## config.mk

```make
export PLATFORM = sky130hd
export DESIGN_NAME = lcg48_random_generator
export DESIGN_NICKNAME = d
export VERILOG_FILES = /design/src/sv/lcg48_pkg.sv /design/src/sv/lcg48_random_generator.sv
export SDC_FILE = /design/constraint.sdc
export NUM_CORES = 2
export LEC_CHECK = 0
export ABC_CLOCK_PERIOD_IN_PS = 27100
export BUFFER_PORTS_ARGS = -buffer_cell sky130_fd_sc_hd__buf_2
export CORE_ASPECT_RATIO = 0.6
export CORE_MARGIN = 8
export CORE_UTILIZATION = 30
export DETAILED_ROUTE_END_ITERATION = 10
export GPL_TIMING_DRIVEN = 0
export HOLD_SLACK_MARGIN = 0.03
export SETUP_SLACK_MARGIN = 0.1
export SLEW_MARGIN = 20
export SYNTH_ARGS = -nofsm -noshare
export SYNTH_HDL_FRONTEND = slang
export SYNTH_SLANG_ARGS = --single-unit
```

## constraint.sdc

```tcl
create_clock -name clk -period 27.1 [get_ports clk]
set_input_delay 1.355 -clock clk [delete_from_list [all_inputs] [get_ports clk]]
set_output_delay 1.355 -clock clk [all_outputs]
set_load 0.01 [all_outputs]
```

## src/sv/lcg48_pkg.sv

```systemverilog
`default_nettype none
// ----------------------------------------------------------------------------
// lcg48_pkg: shared types and constants of the 48-bit LCG generator
// Request and result structs, operation and status codes, and the fixed
// constants of the generator recurrence.
// ----------------------------------------------------------------------------
package lcg48_pkg;

    // Recurrence: state = state * LCG_MULT + LCG_ADD (mod 2^48)
    localparam int unsigned LCG_BITS = 48;
    localparam logic [34:0] LCG_MULT = 35'h5_DEEC_E66D;
    localparam logic [47:0] LCG_ADD = 48'hB;

    // Operation codes
    localparam logic [2:0] OP_RESEED = 3'd0;
    localparam logic [2:0] OP_RAW = 3'd1;
    localparam logic [2:0] OP_INT = 3'd2;
    localparam logic [2:0] OP_LONG = 3'd3;
    localparam logic [2:0] OP_BOOL = 3'd4;
    localparam logic [2:0] OP_MANT = 3'd5;

    // Status codes
    localparam logic STATUS_OK = 1'b0;
    localparam logic STATUS_BAD_ARG = 1'b1;

    // Draw widths
    localparam logic [5:0] K_BOOL = 6'd1;
    localparam logic [5:0] K_MANT_HI = 6'd26;
    localparam logic [5:0] K_MANT_LO = 6'd27;
    localparam logic [5:0] K_INT = 6'd31;
    localparam logic [5:0] K_MAX = 6'd32;

    typedef struct packed {
        logic [2:0]         op;
        logic [5:0]         bit_count;
        logic signed [31:0] bound;
    } lcg48_in_t;

    typedef struct packed {
        logic [63:0] value;
        logic        status;
    } lcg48_out_t;

endpackage
`default_nettype wire

```

## src/sv/lcg48_random_generator.sv

```systemverilog
`default_nettype none
// ----------------------------------------------------------------------------
// lcg48_random_generator: 48-bit linear congruential random generator
// Serves one request at a time: reseed, raw draw, bounded int, long,
// boolean or 53-bit mantissa, each answered with one result.
// ----------------------------------------------------------------------------
// Usage:
//   in_valid/in_stall/in_data carry requests; in_stall is high while a request
//   is being worked on. out_valid/out_stall/out_data carry results; a result
//   waits in the output register while out_stall is high, and the next request
//   is taken meanwhile but its result is held until the register is free.
//   cfg_valid/cfg_ready/cfg_data write the 64-bit seed; always ready.
// Sequence after request accept:
//   reseed or bad argument: straight to the result. Every state advance runs in
//   the shared 16x35 multiply-accumulate unit (one 16-bit state slice per
//   cycle). Raw draw and boolean: one advance. Long and mantissa: two advances.
//   Power-of-two bound: one advance and a multiply-shift. Other bounds: per draw
//   attempt, one advance, 31 restoring-divide steps and a rejection check;
//   a rejected draw repeats the attempt.
// A new request is taken only after the previous result has entered the output register.
// Reset: state = 0x5DEECE66D (zero seed scrambled), seed register = 0,
//   no result pending.
// ----------------------------------------------------------------------------
module lcg48_random_generator (
    input  wire logic                  clk,
    input  wire logic                  rst_n,
    input  wire logic                  in_valid,
    output logic                       in_stall,
    input  wire lcg48_pkg::lcg48_in_t  in_data,
    output logic                       out_valid,
    input  wire logic                  out_stall,
    output lcg48_pkg::lcg48_out_t      out_data,
    input  wire logic                  cfg_valid,
    output logic                       cfg_ready,
    input  wire logic [63:0]           cfg_data
);

    typedef enum logic [2:0] {
        S_IDLE,
        S_MUL,
        S_POW2,
        S_DIV,
        S_CHECK,
        S_DONE
    } state_t;

    state_t                 state_reg, state_next;
    logic [47:0]            lcg_reg, lcg_next;
    logic [63:0]            seed_reg, seed_next;
    logic [47:0]            acc_reg, acc_next;
    logic [1:0]             idx_reg, idx_next;
    logic [2:0]             op_reg, op_next;
    logic [5:0]             k_reg, k_next;
    logic [30:0]            n_reg, n_next;
    logic                   phase_reg, phase_next;
    logic [31:0]            hi_reg, hi_next;
    logic [30:0]            draw_reg, draw_next;
    logic [30:0]            rem_reg, rem_next;
    logic [4:0]             cnt_reg, cnt_next;
    lcg48_pkg::lcg48_out_t  res_reg, res_next;
    lcg48_pkg::lcg48_out_t  out_reg, out_next;
    logic                   out_valid_reg, out_valid_next;

    logic [15:0]            chunk;
    logic [50:0]            mul_prod;
    logic [47:0]            mul_term;
    logic [47:0]            acc_sum;
    logic [31:0]            drawn;
    logic                   pow2;
    logic [62:0]            pw_prod;
    logic [31:0]            trial;
    logic [31:0]            chk;
    logic                   out_free;

    // Shared multiply-accumulate: one 16-bit state slice per cycle
    always_comb
    begin
        unique case (idx_reg)
            2'd0:    chunk = lcg_reg[15:0];
            2'd1:    chunk = lcg_reg[31:16];
            default: chunk = lcg_reg[47:32];
        endcase
        mul_prod = 51'(chunk) * 51'(lcg48_pkg::LCG_MULT);
        unique case (idx_reg)
            2'd0:    mul_term = mul_prod[47:0];
            2'd1:    mul_term = {mul_prod[31:0], 16'b0};
            default: mul_term = {mul_prod[15:0], 32'b0};
        endcase
        acc_sum = acc_reg + mul_term;
    end

    // Top k bits of the new state
    assign drawn = 32'(acc_sum >> (6'(lcg48_pkg::LCG_BITS) - k_reg));

    // Bound helpers: power-of-two test, multiply-shift, divider step, rejection
    assign pow2 = (n_reg & (n_reg - 31'd1)) == 31'd0;
    assign pw_prod = 63'(n_reg) * 63'(draw_reg);
    assign trial = {rem_reg, draw_reg[cnt_reg]};
    assign chk = 32'(draw_reg) - 32'(rem_reg) + 32'(n_reg) - 32'd1;

    assign out_free = !out_valid_reg || !out_stall;

    // Sequencer next-state logic
    always_comb
    begin
        state_next = state_reg;
        lcg_next = lcg_reg;
        acc_next = acc_reg;
        idx_next = idx_reg;
        op_next = op_reg;
        k_next = k_reg;
        n_next = n_reg;
        phase_next = phase_reg;
        hi_next = hi_reg;
        draw_next = draw_reg;
        rem_next = rem_reg;
        cnt_next = cnt_reg;
        res_next = res_reg;
        out_next = out_reg;
        out_valid_next = out_valid_reg;
        seed_next = cfg_valid ? cfg_data : seed_reg;

        // result taken
        if (out_valid_reg && !out_stall)
        begin
            out_valid_next = 1'b0;
        end

        unique case (state_reg)
            S_IDLE:
            begin
                if (in_valid)
                begin
                    op_next = in_data.op;
                    phase_next = 1'b0;
                    acc_next = lcg48_pkg::LCG_ADD;
                    idx_next = 2'd0;
                    res_next.value = '0;
                    res_next.status = lcg48_pkg::STATUS_OK;
                    state_next = S_MUL;
                    unique case (in_data.op)
                        lcg48_pkg::OP_RESEED:
                        begin
                            lcg_next = 48'(seed_reg ^ 64'(lcg48_pkg::LCG_MULT));
                            state_next = S_DONE;
                        end
                        lcg48_pkg::OP_RAW:
                        begin
                            k_next = in_data.bit_count;
                            if (in_data.bit_count == 6'd0 || in_data.bit_count > lcg48_pkg::K_MAX)
                            begin
                                res_next.status = lcg48_pkg::STATUS_BAD_ARG;
                                state_next = S_DONE;
                            end
                        end
                        lcg48_pkg::OP_INT:
                        begin
                            k_next = lcg48_pkg::K_INT;
                            n_next = in_data.bound[30:0];
                            if (in_data.bound == 32'sd0 || in_data.bound[31])
                            begin
                                res_next.status = lcg48_pkg::STATUS_BAD_ARG;
                                state_next = S_DONE;
                            end
                        end
                        lcg48_pkg::OP_LONG: k_next = lcg48_pkg::K_MAX;
                        lcg48_pkg::OP_BOOL: k_next = lcg48_pkg::K_BOOL;
                        lcg48_pkg::OP_MANT: k_next = lcg48_pkg::K_MANT_HI;
                        default:
                        begin
                            res_next.status = lcg48_pkg::STATUS_BAD_ARG;
                            state_next = S_DONE;
                        end
                    endcase
                end
            end

            S_MUL:
            begin
                acc_next = acc_sum;
                idx_next = idx_reg + 2'd1;
                if (idx_reg == 2'd2)
                begin
                    lcg_next = acc_sum;
                    state_next = S_DONE;
                    unique case (op_reg)
                        lcg48_pkg::OP_RAW, lcg48_pkg::OP_BOOL:
                        begin
                            res_next.value = 64'(drawn);
                        end
                        lcg48_pkg::OP_INT:
                        begin
                            draw_next = drawn[30:0];
                            rem_next = '0;
                            cnt_next = 5'd30;
                            state_next = pow2 ? S_POW2 : S_DIV;
                        end
                        lcg48_pkg::OP_LONG:
                        begin
                            if (!phase_reg)
                            begin
                                hi_next = drawn;
                                phase_next = 1'b1;
                                acc_next = lcg48_pkg::LCG_ADD;
                                idx_next = 2'd0;
                                state_next = S_MUL;
                            end
                            else
                            begin
                                res_next.value = {hi_reg, 32'b0} + {{32{drawn[31]}}, drawn};
                            end
                        end
                        lcg48_pkg::OP_MANT:
                        begin
                            if (!phase_reg)
                            begin
                                hi_next = drawn;
                                k_next = lcg48_pkg::K_MANT_LO;
                                phase_next = 1'b1;
                                acc_next = lcg48_pkg::LCG_ADD;
                                idx_next = 2'd0;
                                state_next = S_MUL;
                            end
                            else
                            begin
                                res_next.value = 64'({hi_reg[25:0], drawn[26:0]});
                            end
                        end
                        default:
                        begin
                            res_next.status = lcg48_pkg::STATUS_BAD_ARG;
                        end
                    endcase
                end
            end

            // n is 2^j: (n * r) >> 31
            S_POW2:
            begin
                res_next.value = 64'(pw_prod[62:31]);
                state_next = S_DONE;
            end

            // restoring division, one quotient bit per cycle
            S_DIV:
            begin
                if (trial >= {1'b0, n_reg})
                begin
                    rem_next = 31'(trial - {1'b0, n_reg});
                end
                else
                begin
                    rem_next = trial[30:0];
                end
                cnt_next = cnt_reg - 5'd1;
                if (cnt_reg == 5'd0)
                begin
                    state_next = S_CHECK;
                end
            end

            // reject draws from the incomplete last band
            S_CHECK:
            begin
                if (chk[31])
                begin
                    acc_next = lcg48_pkg::LCG_ADD;
                    idx_next = 2'd0;
                    state_next = S_MUL;
                end
                else
                begin
                    res_next.value = 64'(rem_reg);
                    state_next = S_DONE;
                end
            end

            S_DONE:
            begin
                if (out_free)
                begin
                    out_next = res_reg;
                    out_valid_next = 1'b1;
                    state_next = S_IDLE;
                end
            end

            default:
            begin
                state_next = S_IDLE;
            end
        endcase
    end

    // State and registered outputs
    always_ff @(posedge clk or negedge rst_n)
    begin
        if (!rst_n)
        begin
            state_reg <= S_IDLE;
            lcg_reg <= 48'(lcg48_pkg::LCG_MULT);
            seed_reg <= '0;
            acc_reg <= '0;
            idx_reg <= '0;
            op_reg <= '0;
            k_reg <= '0;
            n_reg <= '0;
            phase_reg <= 1'b0;
            hi_reg <= '0;
            draw_reg <= '0;
            rem_reg <= '0;
            cnt_reg <= '0;
            res_reg <= '0;
            out_reg <= '0;
            out_valid_reg <= 1'b0;
        end
        else
        begin
            state_reg <= state_next;
            lcg_reg <= lcg_next;
            seed_reg <= seed_next;
            acc_reg <= acc_next;
            idx_reg <= idx_next;
            op_reg <= op_next;
            k_reg <= k_next;
            n_reg <= n_next;
            phase_reg <= phase_next;
            hi_reg <= hi_next;
            draw_reg <= draw_next;
            rem_reg <= rem_next;
            cnt_reg <= cnt_next;
            res_reg <= res_next;
            out_reg <= out_next;
            out_valid_reg <= out_valid_next;
        end
    end

    assign in_stall = state_reg != S_IDLE;
    assign out_valid = out_valid_reg;
    assign out_data = out_reg;
    assign cfg_ready = 1'b1;

`ifndef NO_ASSERTIONS
    // an accepted request keeps the input closed on the next cycle
    a_busy_after_accept: assert property (@(posedge clk) disable iff (!rst_n)
        (in_valid && !in_stall) |=> in_stall)
        else $error("input not stalled after request accept");

    // a new result only appears out of a busy sequencer
    a_result_from_work: assert property (@(posedge clk) disable iff (!rst_n)
        $rose(out_valid) |-> $past(in_stall))
        else $error("result appeared without a request in progress");

    // an error result carries a zero value
    a_error_zero: assert property (@(posedge clk) disable iff (!rst_n)
        (out_valid && out_data.status == lcg48_pkg::STATUS_BAD_ARG) |->
        out_data.value == 64'd0)
        else $error("error result with nonzero value");

    // divider remainder stays below the bound
    a_rem_below_bound: assert property (@(posedge clk) disable iff (!rst_n)
        (state_reg == S_CHECK) |-> (rem_reg < n_reg))
        else $error("remainder not below bound");
`endif

endmodule
`default_nettype wire
```

# Word level (Yosys, flattened, before mapping)
# Index checks and enable logic that the tools add are counted.
# W data, S select, Z words.
# word_totals
regBits	420
output_inout_bits	68
# op_classes
n_addsub	10
n_mul	2
magnitude_cmp	3
eq_ne	33
n_shift	1
mux	64
bitwise	3
reduce_logical	36
# op_table
cell	count
$mux W48	8
$pmux W64 S4	1
$mux W64	3
$pmux W48 S2	2
$pmux W64 S3	1
$pmux W48 S3	1
$mux W65	2
$mux W31	3
$add A64 B64 Y64	1
$mul A31 B31 Y62	1
$pmux W31 S2	1
$add A48 B48 Y48	1
$mul A16 B35 Y48 const B	1
$shr A48 B6 Y32	1
$add A32 B31 Y32	1
$ge A32 B31 Y1	1
$logic_not A32 Y1	1
$pmux W16 S2	1
$sub A31 B31 Y32	1
$sub A32 B1 Y32 const B	1
$and A31 B31 Y31	1
$logic_not A31 Y1	1
$sub A31 B1 Y31 const B	1
$sub A31 B31 Y31	1
other kinds (51)	115

# Longest topological paths before layout
# logic_depth
ltp_word	11
ltp_mapped	65

# Worst setup path after synthesis
# Ideal clock, no wire load.
# synth_path
path_type	reg2reg
start	reg idx_reg[0]
end	reg res_reg[59] in the netlist's numbering
arrival_time_ns	13.442
required_ns	26.968
path_slack_ns	13.526
stages_incl_launch_ff	65
cell_sequence	dfrtp_1 -> inv_1 -> ha_1 -> clkinv_1 -> nand2_1 -> clkbuf_1 -> clkbuf_1 -> o21a_1 -> inv_1 -> fa_1 -> inv_1 -> ha_1 -> inv_1 -> fa_1 -> inv_1 -> fa_1 -> fa_1 -> inv_1 -> (+29 left out) -> nand2_2 -> buf_6 -> clkbuf_1 -> inv_1 -> ha_1 -> ha_1 -> and3_1 -> nand2_1 -> nor4_1 -> nand2_1 -> nor2_1 -> and3_1 -> nand3_1 -> o21ai_0 -> o211ai_1 -> mux2i_1 -> xor2_1 -> o21ai_1
# synth_between
elab_chain_len	11
elab_cells_between_ends	15
cone_classes	add/sub: 2; mul: 1; eq/ne: 3; shift: 1; mux: 6; reduce/logical: 2
# synth_rtl
element	line	rtl
start: declaration	lcg48_random_generator.sv:51	logic [1:0] idx_reg, idx_next;
start signal: assignment	lcg48_random_generator.sv:323	idx_reg <= idx_next;
$eq A2 B1 Y1 or $logic_not A2 Y1 (tied branches)	lcg48_random_generator.sv:78, lcg48_random_generator.sv:84	
$pmux W16 S2	lcg48_random_generator.sv:78	unique case (idx_reg)
$mul A16 B35 Y48	lcg48_random_generator.sv:83	mul_prod = 51'(chunk) * 51'(lcg48_pkg::LCG_MULT);
$pmux W48 S2	lcg48_random_generator.sv:84	unique case (idx_reg)
$add A48 B48 Y48	lcg48_random_generator.sv:89	acc_sum = acc_reg + mul_term;
$shr A48 B6 Y32	lcg48_random_generator.sv:93	assign drawn = 32'(acc_sum >> (6'(lcg48_pkg::LCG_BITS) - k_reg));
$add A64 B64 Y64	lcg48_random_generator.sv:210	res_next.value = {hi_reg, 32'b0} + {{32{drawn[31]}}, drawn};
$mux W64	lcg48_random_generator.sv:200	if (!phase_reg)
$pmux W64 S3	lcg48_random_generator.sv:186	unique case (op_reg)
$mux W65	lcg48_random_generator.sv:182	if (idx_reg == 2'd2)
$pmux W64 S4	lcg48_random_generator.sv:129	unique case (state_reg)
end signal: assignment	lcg48_random_generator.sv:332	res_reg <= res_next;
end: declaration	lcg48_random_generator.sv:60	lcg48_pkg::lcg48_out_t res_reg, res_next;
# Parallel ways exist; a longest one is shown, timed or not. The select of a mux whose other input is x is not followed.
# A chain may end at the register's enable or synchronous reset.

# Worst setup path after layout
# Same ends and word-level chain as after synthesis.

==> out/results.txt <==
Register area share after synthesis - 0.156
Via-to-Cell Ratio - 5.40
Finished Core Util - 0.331
Vias in the first global route - 57.9k
Drt first pass iters - 6
Final setup viols - 0
CP Max Fanout - 10
Largest net degree at the start of global routing - 89
FMAX - 52.4 MHz
Max-cap violations - 0
DR iter-0 viols - 7899
Initial antenna violation count - 20
P&R area growth vs syn - 9.89%
Req. time, crit path - 27.66 ns
Synth unique cells - 94
Cell count after placement - 10.8k
Final GP Congestion - 1.01
Worst reg-to-reg setup slack - 8.02 ns
Cts hold-fix bufs - 0
CP Capture Type - flop
Post-cts sizing count - 0
Placed wire-length estimate - 240 mm
Asr flop ratio synth - 1.00
CP max stage delay - 0.87 ns
Residual DRC - 0
Final Hold Vio Count - 0
Post-Route WL - 282 mm
Row cnt - 135
Synth Flop Type - dfrtp_1
Depth of the CTS H-tree - 2
HP Class - in2async
R2R Path End - res_reg[59]
Arrival time worst endpoint - 19.64 ns
Clock Sink Count - 420
CTS tree - built
Slew headroom - 0.108
Setup TNS - 0 ns
Setup Buffers After CTS - 0
Die Y-Extent - 384 µm
RSZ-0062 raised after global routing - no
FF+latch area - 0.0105 mm²
Outcome - finished clean
Cell area after layout - 0.0743 mm²
Worst Tran Pin Value - 1.33 ns
Slowest CP cell - o41ai_4
#FFs+latches synth - 420
Clk Latency, worst-skew pair - 0.69 ns
Worst clock skew - 0.0710 ns
Worst setup SP type - flop
Cts bufs inserted - 51
Post-synthesis instance total - 7620
Detailed-route wire length per cell - 25.9 µm
Layout cell share with drive strength beyond 1 - 0.0711
Synthesized net count - 9355
GRT Residual Overflow - 0
GR Util All Layers - 0.229
R2r startpoint - idx_reg[0]
CTS max path bufs - 3
Yosys warns - 0
Die ar. - 0.241 mm²
Root buffer cell - clkbuf_16
Synth Cell Area - 0.0676 mm²
Fin nets - 9577
Die width - 629 µm
ANT nets after route - 0
Placement-stage cell area - 0.0724 mm²
Fin cells - 10.9k
Most frequent CP cell - inv_1
Via count - 58.9k
Synthesized area per cell - 8.87 µm²
Fin. max-slew vios - 0
First-pass GRT wire length - 408 mm
Cells on worst reg2reg path - 64
# port buffers - 159
Multi-input gate area - 0.0504 mm²
Fin crit share - 0.704
Post-synth EDFFs - 0
Kind of critical path - reg2reg
Fillcell total - 23.3k
Critical Path Sink - res_reg[59]
CORE AREA - 0.225 mm²
Reg clk slew, reported paths - 0.09 ns
Initial core utilization - 0.301
Worst setup path startpoint - idx_reg[0]
Crit path time final - 19.08 ns
I/O pin total - 178
## through the flow
stage	hold slack [ns]	setup slack, ns
2_1_floorplan	0.441	13.53
6_report	0.461	8.02
3_3_place_gp	0.457	8.56
5_1_grt	0.460	7.46
3_5_place_dp	0.472	8.70
4_1_cts	0.425	8.65
## cells by family after synthesis
kind of cell,share of synthesized area
compound gates,0.113
xor+xnor,0.0231
fa+ha+maj,0.422
buf+inv,0.100
flops,0.156
mux,0.0522
other cells,0.0000555
simple gates,0.134
## worst min path at each step
| stage | slack, ns | startpoint | cells past startpoint | endpoint |
|---|---|---|---|---|
| after floorplan | 0.44 | res_reg[33] | 2 | res_reg[33] |
| after global placement | 0.46 | lcg_reg[47] | 2 | lcg_reg[47] |
| after detailed placement | 0.47 | lcg_reg[47] | 2 | lcg_reg[47] |
| after CTS | 0.43 | rst_n | 1 | out_data[24] |
| after global routing | 0.46 | rst_n | 1 | out_data[24] |
| final | 0.46 | rst_n | 1 | out_data[24] |
## layout make-up
cell class / instances / area share
well taps: 3014 / 0.0508
plain buffers: 402 / 0.0208
diodes: 18 / 0.000606
repair buffers: 169 / 0.0132
multi-input cells: 5399 / 0.678
clock buffers: 62 / 0.0189
inverters: 1399 / 0.0707
clock inverters: 30 / 0.00519
flip-flops and latches: 420 / 0.142
## critical path, delay by kind of cell (launching register included)
kind                       cells  cell delay (ns)
xor gates and xnor gates       2             0.49
DFF                            1             0.41
AOI/OAI and AO/OA             21             6.12
muxes                          1             0.24
and+or+nand+nor               15             4.28
buffers and inverters         14             2.88
adders and majority gates     11             4.49
## layer usage
| layer | wire length [µm] | global-route usage | up-vias |
|---|---|---|---|
| met4 | 7830 | 0.0540 | 2 |
| met3 | 43400 | 0.0931 | 349 |
| li1 | - | - | 24711 |
| met1 | 130000 | 0.356 | 30112 |
| met2 | 101000 | 0.282 | 3767 |
| met5 | 13 | 0 | - |
## cell usage in the layout, fill, tap and decap left out, types with 23 or more instances in the layout
master / Yosys / layout
dfstp_2: 23 / 23
a22o_1: 51 / 51
a21oi_1: 277 / 276
nand3_1: 78 / 78
o21bai_1: 25 / 25
nand2_1: 1187 / 1187
o31ai_1: 31 / 30
xor2_1: 58 / 58
nand2b_1: 33 / 33
nor2b_1: 25 / 25
clkbuf_16: 0 / 51
o21ai_0: 326 / 321
xnor2_1: 120 / 114
nor3_1: 70 / 68
ha_1: 532 / 532
dfrtp_1: 397 / 397
and3_1: 41 / 41
buf_2: 8 / 169
inv_1: 1387 / 1387
a211oi_1: 26 / 26
fa_1: 1093 / 1093
o21ai_1: 21 / 26
and2_1: 67 / 67
nand4_1: 50 / 50
or3_1: 26 / 26
mux2i_1: 102 / 102
a21o_1: 75 / 75
o21a_1: 62 / 62
mux2_2: 173 / 173
o211ai_1: 34 / 34
a22oi_1: 47 / 47
mux4_2: 25 / 25
buf_1: 42 / 39
nor4_1: 30 / 29
a31oi_1: 26 / 26
nor2_1: 455 / 455
clkbuf_1: 348 / 344
## cells in the mapped netlist, types with 18 or more instances
library cell,instances,share of area
inv_1,1387,0.077
nand2_1,1187,0.066
fa_1,1093,0.32
ha_1,532,0.098
nor2_1,455,0.025
dfrtp_1,397,0.15
clkbuf_1,348,0.019
o21ai_0,326,0.024
a21oi_1,277,0.021
mux2_2,173,0.029
xnor2_1,120,0.016
mux2i_1,102,0.015
nand3_1,78,0.0058
a21o_1,75,0.0083
nor3_1,70,0.0052
and2_1,67,0.0062
o21a_1,62,0.0069
xor2_1,58,0.0075
a22o_1,51,0.0066
nand4_1,50,0.0046
a22oi_1,47,0.0052
buf_1,42,0.0023
and3_1,41,0.0038
o211ai_1,34,0.0038
nand2b_1,33,0.0031
o31ai_1,31,0.0034
nor4_1,30,0.0028
a211oi_1,26,0.0029
a31oi_1,26,0.0024
or3_1,26,0.0024
mux4_2,25,0.0083
nor2b_1,25,0.0023
o21bai_1,25,0.0028
dfstp_2,23,0.0089
o21ai_1,21,0.0016
o22ai_1,18,0.0017
Power is left out: the tool's default activity adds up to more than one toggle a clock period on the data nets, which glitch-free logic cannot reach.
